### src/rtl/utf8_stream_decoder_macros.svh
// Assertion macros for the UTF-8 stream decoder.
`ifndef UTF8_STREAM_DECODER_MACROS_SVH
`define UTF8_STREAM_DECODER_MACROS_SVH

`ifndef SYNTHESIS
`define U8SD_ASSERT_IMPLY(label, clk, rst, ante, cons) \
   label: assert property (@(posedge clk) disable iff (rst) (ante) |-> (cons)) \
      else $error("u8sd assertion failed");
`define U8SD_ASSERT_NEXT(label, clk, rst, ante, cons) \
   label: assert property (@(posedge clk) disable iff (rst) (ante) |=> (cons)) \
      else $error("u8sd assertion failed");
`else
`define U8SD_ASSERT_IMPLY(label, clk, rst, ante, cons)
`define U8SD_ASSERT_NEXT(label, clk, rst, ante, cons)
`endif

`endif

### src/rtl/u8sd_pkg.sv
package u8sd_pkg;

   localparam int unsigned ByteW    = 8;
   localparam int unsigned CpW      = 21;
   localparam int unsigned PendW    = 2;

   localparam logic [ByteW-1:0] LeadMultiBit = 8'b1000_0000;
   localparam logic [ByteW-1:0] LeadTwoBit   = 8'b0010_0000;
   localparam logic [ByteW-1:0] LeadThreeBit = 8'b0001_0000;
   localparam logic [ByteW-1:0] ContMask     = 8'b0011_1111;
   localparam logic [ByteW-1:0] TwoMask      = 8'b0001_1111;
   localparam logic [ByteW-1:0] ThreeMask    = 8'b0000_1111;
   localparam logic [ByteW-1:0] FourMask     = 8'b0000_0111;
   localparam logic [ByteW-1:0] AsciiMask    = 8'b0111_1111;

   typedef struct packed {
      logic [CpW-1:0] codepoint;
      logic           code_valid;
      logic           string_end;
   } result_type;

   typedef struct packed {
      logic [CpW-1:0]   partial_bits;
      logic [PendW-1:0] bytes_pending;
      logic             draining;
   } state_type;

   typedef struct packed {
      logic [ByteW-1:0] byte_in;
      logic             final_byte;
   } item_type;

endpackage

### src/rtl/utf8_stream_decoder.sv
// channel   direction  handshake            payload
// req       in         req_valid/req_stall  req_byte_in[7:0], req_final_byte
// rsp       out        rsp_valid/rsp_stall  rsp_codepoint[20:0], rsp_code_valid,
//                                           rsp_string_end
// One byte per cycle while no held result stalls it: a byte is taken into the input
// register, is decoded against the sequence state and lands in the result register,
// which drives rsp_valid. Reset clears the valid bits and the sequence state.
// A held result only stalls bytes that would produce a result; other bytes
// still pass through and update the state.
`include "utf8_stream_decoder_macros.svh"

module utf8_stream_decoder
   import u8sd_pkg::*;
(
   input  logic             clock,
   input  logic             reset,
   input  logic             req_valid,
   output logic             req_stall,
   input  logic [ByteW-1:0] req_byte_in,
   input  logic             req_final_byte,
   output logic             rsp_valid,
   input  logic             rsp_stall,
   output logic [CpW-1:0]   rsp_codepoint,
   output logic             rsp_code_valid,
   output logic             rsp_string_end
);

   item_type   req_item, item;
   logic       item_vld, consume, emit, out_free;
   result_type result, rsp;
   state_type  state;

   assign req_item = '{byte_in: req_byte_in, final_byte: req_final_byte};
   // a byte leaves the input register unless its result has nowhere to go
   assign consume  = item_vld && (!emit || out_free);

   u8sd_in_reg u_in_reg (
      .clock     (clock),
      .reset     (reset),
      .req_valid (req_valid),
      .req_item  (req_item),
      .consume   (consume),
      .req_stall (req_stall),
      .item_vld  (item_vld),
      .item      (item)
   );

   u8sd_decode u_decode (
      .clock   (clock),
      .reset   (reset),
      .item    (item),
      .consume (consume),
      .emit    (emit),
      .result  (result),
      .state   (state)
   );

   u8sd_rsp_reg u_rsp_reg (
      .clock     (clock),
      .reset     (reset),
      .load      (consume && emit),
      .result    (result),
      .rsp_stall (rsp_stall),
      .out_free  (out_free),
      .rsp_valid (rsp_valid),
      .rsp       (rsp)
   );

   assign rsp_codepoint  = rsp.codepoint;
   assign rsp_code_valid = rsp.code_valid;
   assign rsp_string_end = rsp.string_end;

   `U8SD_ASSERT_IMPLY(a_nocode_is_end, clock, reset, rsp_valid && !rsp_code_valid, rsp_string_end && (rsp_codepoint == '0))
   `U8SD_ASSERT_IMPLY(a_code_nonzero, clock, reset, rsp_valid && rsp_code_valid, rsp_codepoint != '0)
   `U8SD_ASSERT_IMPLY(a_drain_clean, clock, reset, state.draining, (state.bytes_pending == '0) && (state.partial_bits == '0))
   `U8SD_ASSERT_IMPLY(a_stall_held, clock, reset, req_stall, item_vld && emit && rsp_valid && rsp_stall)
   `U8SD_ASSERT_NEXT(a_held_rsp, clock, reset, rsp_valid && rsp_stall, rsp_valid && $stable(rsp_codepoint))

endmodule

### src/rtl/u8sd_in_reg.sv
module u8sd_in_reg
   import u8sd_pkg::*;
(
   input  logic     clock,
   input  logic     reset,
   input  logic     req_valid,
   input  item_type req_item,
   input  logic     consume,
   output logic     req_stall,
   output logic     item_vld,
   output item_type item
);

   logic     vld_ff, vld_in;
   item_type item_ff;

   assign req_stall = vld_ff && !consume;
   assign vld_in    = (req_valid && !req_stall) || (vld_ff && !consume);

   always_ff @(posedge clock) begin
      if (reset) begin
         vld_ff <= 1'b0;
      end else begin
         vld_ff <= vld_in;
      end
   end

   always_ff @(posedge clock) begin
      if (req_valid && !req_stall) begin
         item_ff <= req_item;
      end
   end

   assign item_vld = vld_ff;
   assign item     = item_ff;

endmodule

### src/rtl/u8sd_decode.sv
module u8sd_decode
   import u8sd_pkg::*;
(
   input  logic       clock,
   input  logic       reset,
   input  item_type   item,
   input  logic       consume,
   output logic       emit,
   output result_type result,
   output state_type  state
);

   state_type        state_ff, state_in;
   logic [CpW-1:0]   shifted;
   logic [PendW-1:0] pend_dec;
   logic [ByteW-1:0] b;
   logic             last;

   assign b        = item.byte_in;
   assign last     = item.final_byte;
   assign shifted  = {state_ff.partial_bits[CpW-7:0], b[5:0]};
   assign pend_dec = state_ff.bytes_pending - PendW'(1);

   always_comb begin
      state_in = state_ff;
      emit     = 1'b0;
      result   = '0;
      if (state_ff.draining) begin
         if (last) begin
            state_in.draining = 1'b0;
         end
      end else if (b == '0) begin
         state_in = '{partial_bits: '0, bytes_pending: '0, draining: !last};
         emit     = 1'b1;
         result.string_end = 1'b1;
      end else if (state_ff.bytes_pending == '0) begin
         if ((b & LeadMultiBit) == '0) begin
            emit       = 1'b1;
            result     = '{codepoint: CpW'(b & AsciiMask), code_valid: 1'b1,
                           string_end: last};
         end else begin
            if ((b & LeadTwoBit) == '0) begin
               state_in.partial_bits  = CpW'(b & TwoMask);
               state_in.bytes_pending = PendW'(1);
            end else if ((b & LeadThreeBit) == '0) begin
               state_in.partial_bits  = CpW'(b & ThreeMask);
               state_in.bytes_pending = PendW'(2);
            end else begin
               state_in.partial_bits  = CpW'(b & FourMask);
               state_in.bytes_pending = PendW'(3);
            end
            // string ended inside the sequence
            if (last) begin
               state_in = '0;
               emit     = 1'b1;
               result.string_end = 1'b1;
            end
         end
      end else if (pend_dec == '0) begin
         state_in.partial_bits  = '0;
         state_in.bytes_pending = '0;
         emit = 1'b1;
         if (shifted == '0) begin
            state_in.draining = !last;
            result.string_end = 1'b1;
         end else begin
            result = '{codepoint: shifted, code_valid: 1'b1, string_end: last};
         end
      end else begin
         state_in.partial_bits  = shifted;
         state_in.bytes_pending = pend_dec;
         if (last) begin
            state_in = '0;
            emit     = 1'b1;
            result.string_end = 1'b1;
         end
      end
   end

   always_ff @(posedge clock) begin
      if (reset) begin
         state_ff <= '0;
      end else if (consume) begin
         state_ff <= state_in;
      end
   end

   assign state = state_ff;

endmodule

### src/rtl/u8sd_rsp_reg.sv
module u8sd_rsp_reg
   import u8sd_pkg::*;
(
   input  logic       clock,
   input  logic       reset,
   input  logic       load,
   input  result_type result,
   input  logic       rsp_stall,
   output logic       out_free,
   output logic       rsp_valid,
   output result_type rsp
);

   logic       vld_ff, vld_in;
   result_type rsp_ff;

   assign out_free = !vld_ff || !rsp_stall;
   assign vld_in   = load || (vld_ff && rsp_stall);

   always_ff @(posedge clock) begin
      if (reset) begin
         vld_ff <= 1'b0;
      end else begin
         vld_ff <= vld_in;
      end
   end

   always_ff @(posedge clock) begin
      if (load) begin
         rsp_ff <= result;
      end
   end

   assign rsp_valid = vld_ff;
   assign rsp       = rsp_ff;

endmodule
### config.mk
export PLATFORM = sky130hd
export DESIGN_NAME = utf8_stream_decoder
export DESIGN_NICKNAME = d
export VERILOG_FILES = /design/src/rtl/u8sd_pkg.sv /design/src/rtl/utf8_stream_decoder.sv /design/src/rtl/u8sd_in_reg.sv /design/src/rtl/u8sd_decode.sv /design/src/rtl/u8sd_rsp_reg.sv
export VERILOG_INCLUDE_DIRS = /design/src /design/src/rtl
export SDC_FILE = /design/constraint.sdc
export NUM_CORES = 1
export LEC_CHECK = 0
export BUFFER_PORTS_ARGS = -buffer_cell sky130_fd_sc_hd__buf_2
export CAP_MARGIN = 20
export CORE_ASPECT_RATIO = 1.5
export CORE_MARGIN = 3
export CORE_UTILIZATION = 47
export CTS_CLUSTER_SIZE = 16
export DETAILED_ROUTE_END_ITERATION = 10
export PLACE_DENSITY = 0.69
export SYNTH_ARGS = -nofsm -noshare
export SYNTH_HDL_FRONTEND = slang
export SYNTH_SLANG_ARGS = --single-unit
### constraint.sdc
create_clock -name clock -period 7.8 [get_ports clock]
set_input_delay 0.39 -clock clock [delete_from_list [all_inputs] [get_ports clock]]
set_output_delay 0.39 -clock clock [all_outputs]
set_load 0.005 [all_outputs]
; Yosys cells after proc, flatten, opt, wreduce, memory -nomap -nowiden
; Cells that the tools add are included.
[word_totals]
regBits = 52
inputBits = 13
out_inout_bits = 25
word_cells = 62
[classes]
add_sub_neg = 1
n_eq_ne = 1
muxes = 25
n_bitwise = 1
n_reduce_logical = 24
[ops]
columns = cell, count
row1 = 18-bit two-way mux, 6
row2 = 22-bit two-way mux, 2
row3 = 8-bit zero test, 4
row4 = 23-bit two-way mux, 1
row5 = 21-bit zero test, 1
row6 = 1-bit two-way mux, 13
row7 = 8-bit two-way mux, 1
row8 = 7-bit two-way mux, 1
row9 = 1-bit zero test, 6
row10 = 6-bit two-way mux, 1
row11 = 1-bit logical AND, 5
row12 = 2-bit zero test, 2
row13 = 1-bit logical OR, 4
row14 = 3-bit by 2-bit inequality test with 1-bit output (second input constant), 1
row15 = 3-bit AND reduction, 1
row16 = 2-bit OR reduction, 1
row17 = 2-bit by 1-bit subtractor with 2-bit output (second input constant), 1
row18 = 1-bit NOT, 1

; Depth between registers and ports, before layout
[depth]
depth_word = 14
ltp_mapped = 9
depth_no_buf = 7

; Cells and area by module
; From an unflattened synthesis, not the netlist that was laid out.
[hier_totals]
cells_unflattened = 176
area_unflattened_um2 = 2337.2
[by_module_without_submodules]
columns = mod, instances, cells_each, area_per_inst_um2, seq_area_each_um2
row1 = u8sd_decode, 1, 133, 1275.0, 480.5
row2 = u8sd_rsp_reg, 1, 27, 723.2, 710.7
row3 = u8sd_in_reg, 1, 13, 320.3, 290.3
row4 = utf8_stream_decoder, 1, 3, 18.8, 0.0

; Worst setup path before layout
; Ideal clock, no wire load.
[synth_path]
kind = register to register
from = reg u_in_reg.item_ff (netlist bit u_in_reg.item[6])
to = reg u_rsp_reg.rsp_ff (netlist bit u_rsp_reg.rsp[0]), enable pin
setup_time_ns = 0.411
t_arrival_ns = 2.346
required_ns = 7.389
path_slack_ns = 5.043
stages_incl_launch_ff = 5
path_buffers = 0
synth_period_minus_slack_ns = 2.757
path_cell_list = edfxtp_1 -> nor4_4 -> a21oi_1 -> a21o_2 -> a21oi_1
[synth_via]
elab_chain_len = 7
[synth_rtl]
columns = element, line_no
row1 = "start, declared", u8sd_in_reg.sv:15  ; item_type item_ff;
row2 = "start signal, assigned", u8sd_in_reg.sv:30  ; item_ff <= req_item;
row3 = 8-bit zero test *, u8sd_decode.sv:32  ; end else if (b == '0) begin
row4 = 1-bit two-way mux *, u8sd_decode.sv:32
row5 = 1-bit two-way mux *, u8sd_decode.sv:28  ; if (state_ff.draining) begin
row6 = 1-bit zero test, utf8_stream_decoder.sv:35  ; assign consume = item_vld && (!emit || out_free);
row7 = 1-bit logical OR, utf8_stream_decoder.sv:35
row8 = 1-bit logical AND, utf8_stream_decoder.sv:35
row9 = 1-bit logical AND *, utf8_stream_decoder.sv:61  ; .load (consume && emit),
row10 = named net u_rsp_reg.load, u8sd_rsp_reg.sv:6  ; input logic load,
row11 = "end signal, assigned", u8sd_rsp_reg.sv:30  ; rsp_ff <= result;
row12 = "end, declared", u8sd_rsp_reg.sv:15  ; result_type rsp_ff;
; Mark *: on every way through the listed nets, which the timed path passes. The rest lies on a longest branch.
; A chain may end at the register's enable or synchronous reset.

; Final worst setup path
[layout_path]
from = reg u_in_reg.item_ff (netlist bit u_in_reg.item[6])
to = reg u_decode.state_ff (netlist bit u_decode.state[8])
[layout_via]
elab_chain_len = 7
word_cells_on_any_way = 12
cone_classes = eq/ne (1) / mux (6) / reduce/logical (5)
[layout_rtl]
columns = element, line_no
row1 = 8-bit zero test, u8sd_decode.sv:32
row2 = 1-bit two-way mux, u8sd_decode.sv:32
row3 = 1-bit two-way mux, u8sd_decode.sv:28
row4 = 1-bit zero test, utf8_stream_decoder.sv:35
row5 = 1-bit logical OR, utf8_stream_decoder.sv:35
row6 = 1-bit logical AND, utf8_stream_decoder.sv:35
row7 = 3-bit AND reduction (no line), -
row8 = "end signal, assigned", u8sd_decode.sv:84  ; state_ff <= state_in;
row9 = "end, declared", u8sd_decode.sv:13  ; state_type state_ff, state_in;
; Parallel ways exist; a longest one is shown, timed or not.

==> impl_metrics.json <==
{
  "status": "finished clean",
  "drtAntennaViolNets": 0,
  "syn_area_per_cell_um2": 11.84,
  "swShare_pct": 20.07,
  "worstPathRequired_ns": 8.02,
  "drv_slew": 0,
  "vias_per_cell": 4.966,
  "antenna_cells": 0,
  "synth_nets": 202,
  "reg2reg_slack_ns": 5.21,
  "slowest_delay_ns": 0.80,
  "final_common_cell": "nand2_1",
  "clockRootBuffer": "clkbuf_8",
  "setup_violations": 0,
  "cts_tree": "built",
  "clk_latency_ns": 0.30,
  "internal_power_mw": 0.4288,
  "end_kind": "flip-flop",
  "syn_inst": 187,
  "synth-edff-count": 32,
  "cp_num_buf_inv": 0,
  "p_sw_mw": 0.1076,
  "ioPinCount": 38,
  "clock_power_share_pct": 36.4,
  "rsz0062_at_grt": "false",
  "finClkSkew_ns": 0.005660,
  "critPathSlowestCell": "or3_1",
  "drt-initial-drc-count": 29,
  "routedWlPerCell_um": 13.10,
  "clockBufferDepth": 2,
  "crit_fanout": 17,
  "max_freq_ghz": 0.3865,
  "cts_sinks": 52,
  "grt_pass1_vias": 1390,
  "via_count": 1445,
  "synth_warnings": 0,
  "cpLargestDelayFamily": "simple AND/OR/NAND/NOR gates",
  "die_area_um2": 5588,
  "grt_pass1_wl_mm": 6.265,
  "port_buffers": 37,
  "start_util_pct": 48.76,
  "htreeDepth": 2,
  "antenna_found_initial": 0,
  "rows": 30,
  "wirelength_mm": 3.813,
  "post-route-min-period_ns": 2.587,
  "fin_util_pct": 56.56,
  "crit_type": "flip-flop to flip-flop",
  "postSynth.asyncResetShare_pct": 0,
  "p_seq_share_pct": 57.2,
  "hold_viol_final": 0,
  "cp-start-kind": "flip-flop",
  "hold_path.class": "input port to flip-flop",
  "synth_ff_type": "edfxtp_1",
  "overflow": 0,
  "cts_setup_buffers": 0,
  "fp.dieH_um": 90.07,
  "fin_nets": 241,
  "final_layout_size_suffix_gt1_share_pct": 23.79,
  "synth-seq-cells": 52,
  "fin_crit_sh_pct": 33.17,
  "drtPass1Iterations": 4,
  "power_leakage_nw": 1.050,
  "cts_repair_resize_count": 0,
  "irDropWorstVdd_mv": 0.1234,
  "yosysSeqAreaShare_pct": 61.47,
  "p_comb_share_pct": 6.4,
  "arrival_ns": 2.81,
  "grt_usage_pct": 15.17,
  "setup-tns-final_ns": 0,
  "power.density_nw_per_um2": 208.8,
  "route.detailed.drc": 0,
  "worst_slew_pin_slew_ns": 0.9715,
  "p_total_mw": 0.5365,
  "netlist_area_um2": 2215,
  "slew_headroom_pct": 35.06,
  "cts_hold_buf": 0,
  "hpwlAfterDp_mm": 2.862,
  "most-common-layout-cells": "nand2_1, buf_2, edfxtp_1, dfxtp_1, and2_1",
  "cap_violations": 0,
  "clkTransAtPathRegs_ns": 0.09,
  "gp_congestion": 0.9270,
  "dieWidth_um": 62.05,
  "synth_cell_types": 38,
  "core_area_um2": 4542,
  "grt_max_degree": 20,
  "synthToLayoutAreaGrowth_pct": 15.99,
  "cts_buffers": 5,
  "critical_path.cell_chain": "nor4_4 > a21oi_1 > a211oi_2 > or3_1 > mux2i_1"
}
-- synthesized netlist by cell type (2+ instances only) --
master    instances  area share (%)
o21ai_0           3            0.68
clkbuf_1          2            0.34
a21oi_1           6             1.4
nor3_1            2            0.45
mux2i_1          17             7.7
dfxtp_1          20              18
inv_1             5            0.85
nor4_1            4             1.1
nor4_4            2             1.9
edfxtp_1         32              43
ha_1              2             1.1
nand2_1          40             6.8
and2_1           19             5.4
nand3_1           3            0.68
nor2_1            7             1.2
-- flip-flops by register name, indices dropped and copies added (netlist names) --
name	flops
u_decode.state	18
u_in_reg.item	9
u_rsp_reg.rsp_valid	1
u_rsp_reg.rsp	23
u_in_reg.item_vld	1
-- cell type report --
type | instances | area [um^2]
Fill cell | 399 | 1973
Sequential cell | 52 | 1361
Multi-Input combinational cell | 123 | 778.2
Timing Repair Buffer | 38 | 200.2
Clock buffer | 7 | 96.34
Tap cell | 64 | 80.08
Clock inverter | 1 | 30.03
Inverter | 6 | 22.52
-- power by group through the flow --
stage / combinational [mW] / clock, mW / sequential (mW)
after floorplan: 0.0213 / 0 / 0.313
after global placement: 0.0332 / 0 / 0.314
after detailed placement: 0.0345 / 0 / 0.313
after CTS: 0.0346 / 0.200 / 0.307
after global routing: 0.0382 / 0.206 / 0.308
final: 0.0342 / 0.195 / 0.307
-- worst reg2reg max path, stage by stage, from the launching register on --
cell	delay, ns
edfxtp_1	0.51
nor4_4	0.37
a21oi_1	0.21
a211oi_2	0.34
or3_1	0.80
mux2i_1	0.28
-- through the flow --
step / instance area, um^2 / cells / setup WS (ns) / hold WS (ns)
after floorplan: 2215 / 187 / 5.043 / 0.4385
after global placement: 2427 / 282 / 5.246 / 0.4491
after detailed placement: 2442 / 283 / 5.230 / 0.4606
after CTS: 2569 / 291 / 5.207 / 0.2523
after global routing: 2569 / 291 / 5.063 / 0.2576
final: 2569 / 291 / 5.213 / 0.2615
-- cell families after synthesis --
group / after synthesis / synth area share (%)
buf+inv: 12 / 3.560
simple gates: 87 / 20.96
compound gates: 17 / 5.198
flops: 52 / 61.47
mux: 17 / 7.683
fa+ha+maj: 2 / 1.130
-- layer usage --
metal / share of wire, % / GRT usage (%) / wire [um]
met2: 53 / 25.87 / 2017
met3: 4.1 / 3.305 / 158
met1: 40 / 16.24 / 1517
met5: 0 / 0 / 0
met4: 3.1 / 8.319 / 120
-- final timing paths --
path                     start                 to  cells past startpoint
min reg2reg  u_decode.state[2]  u_decode.state[2]                      2
max reg2reg   u_in_reg.item[6]  u_decode.state[8]                      5
min             req_final_byte   u_in_reg.item[0]                      1
max           u_in_reg.item[6]  u_decode.state[8]                      5
No activity file was read; power rests on OpenSTA's default activity.
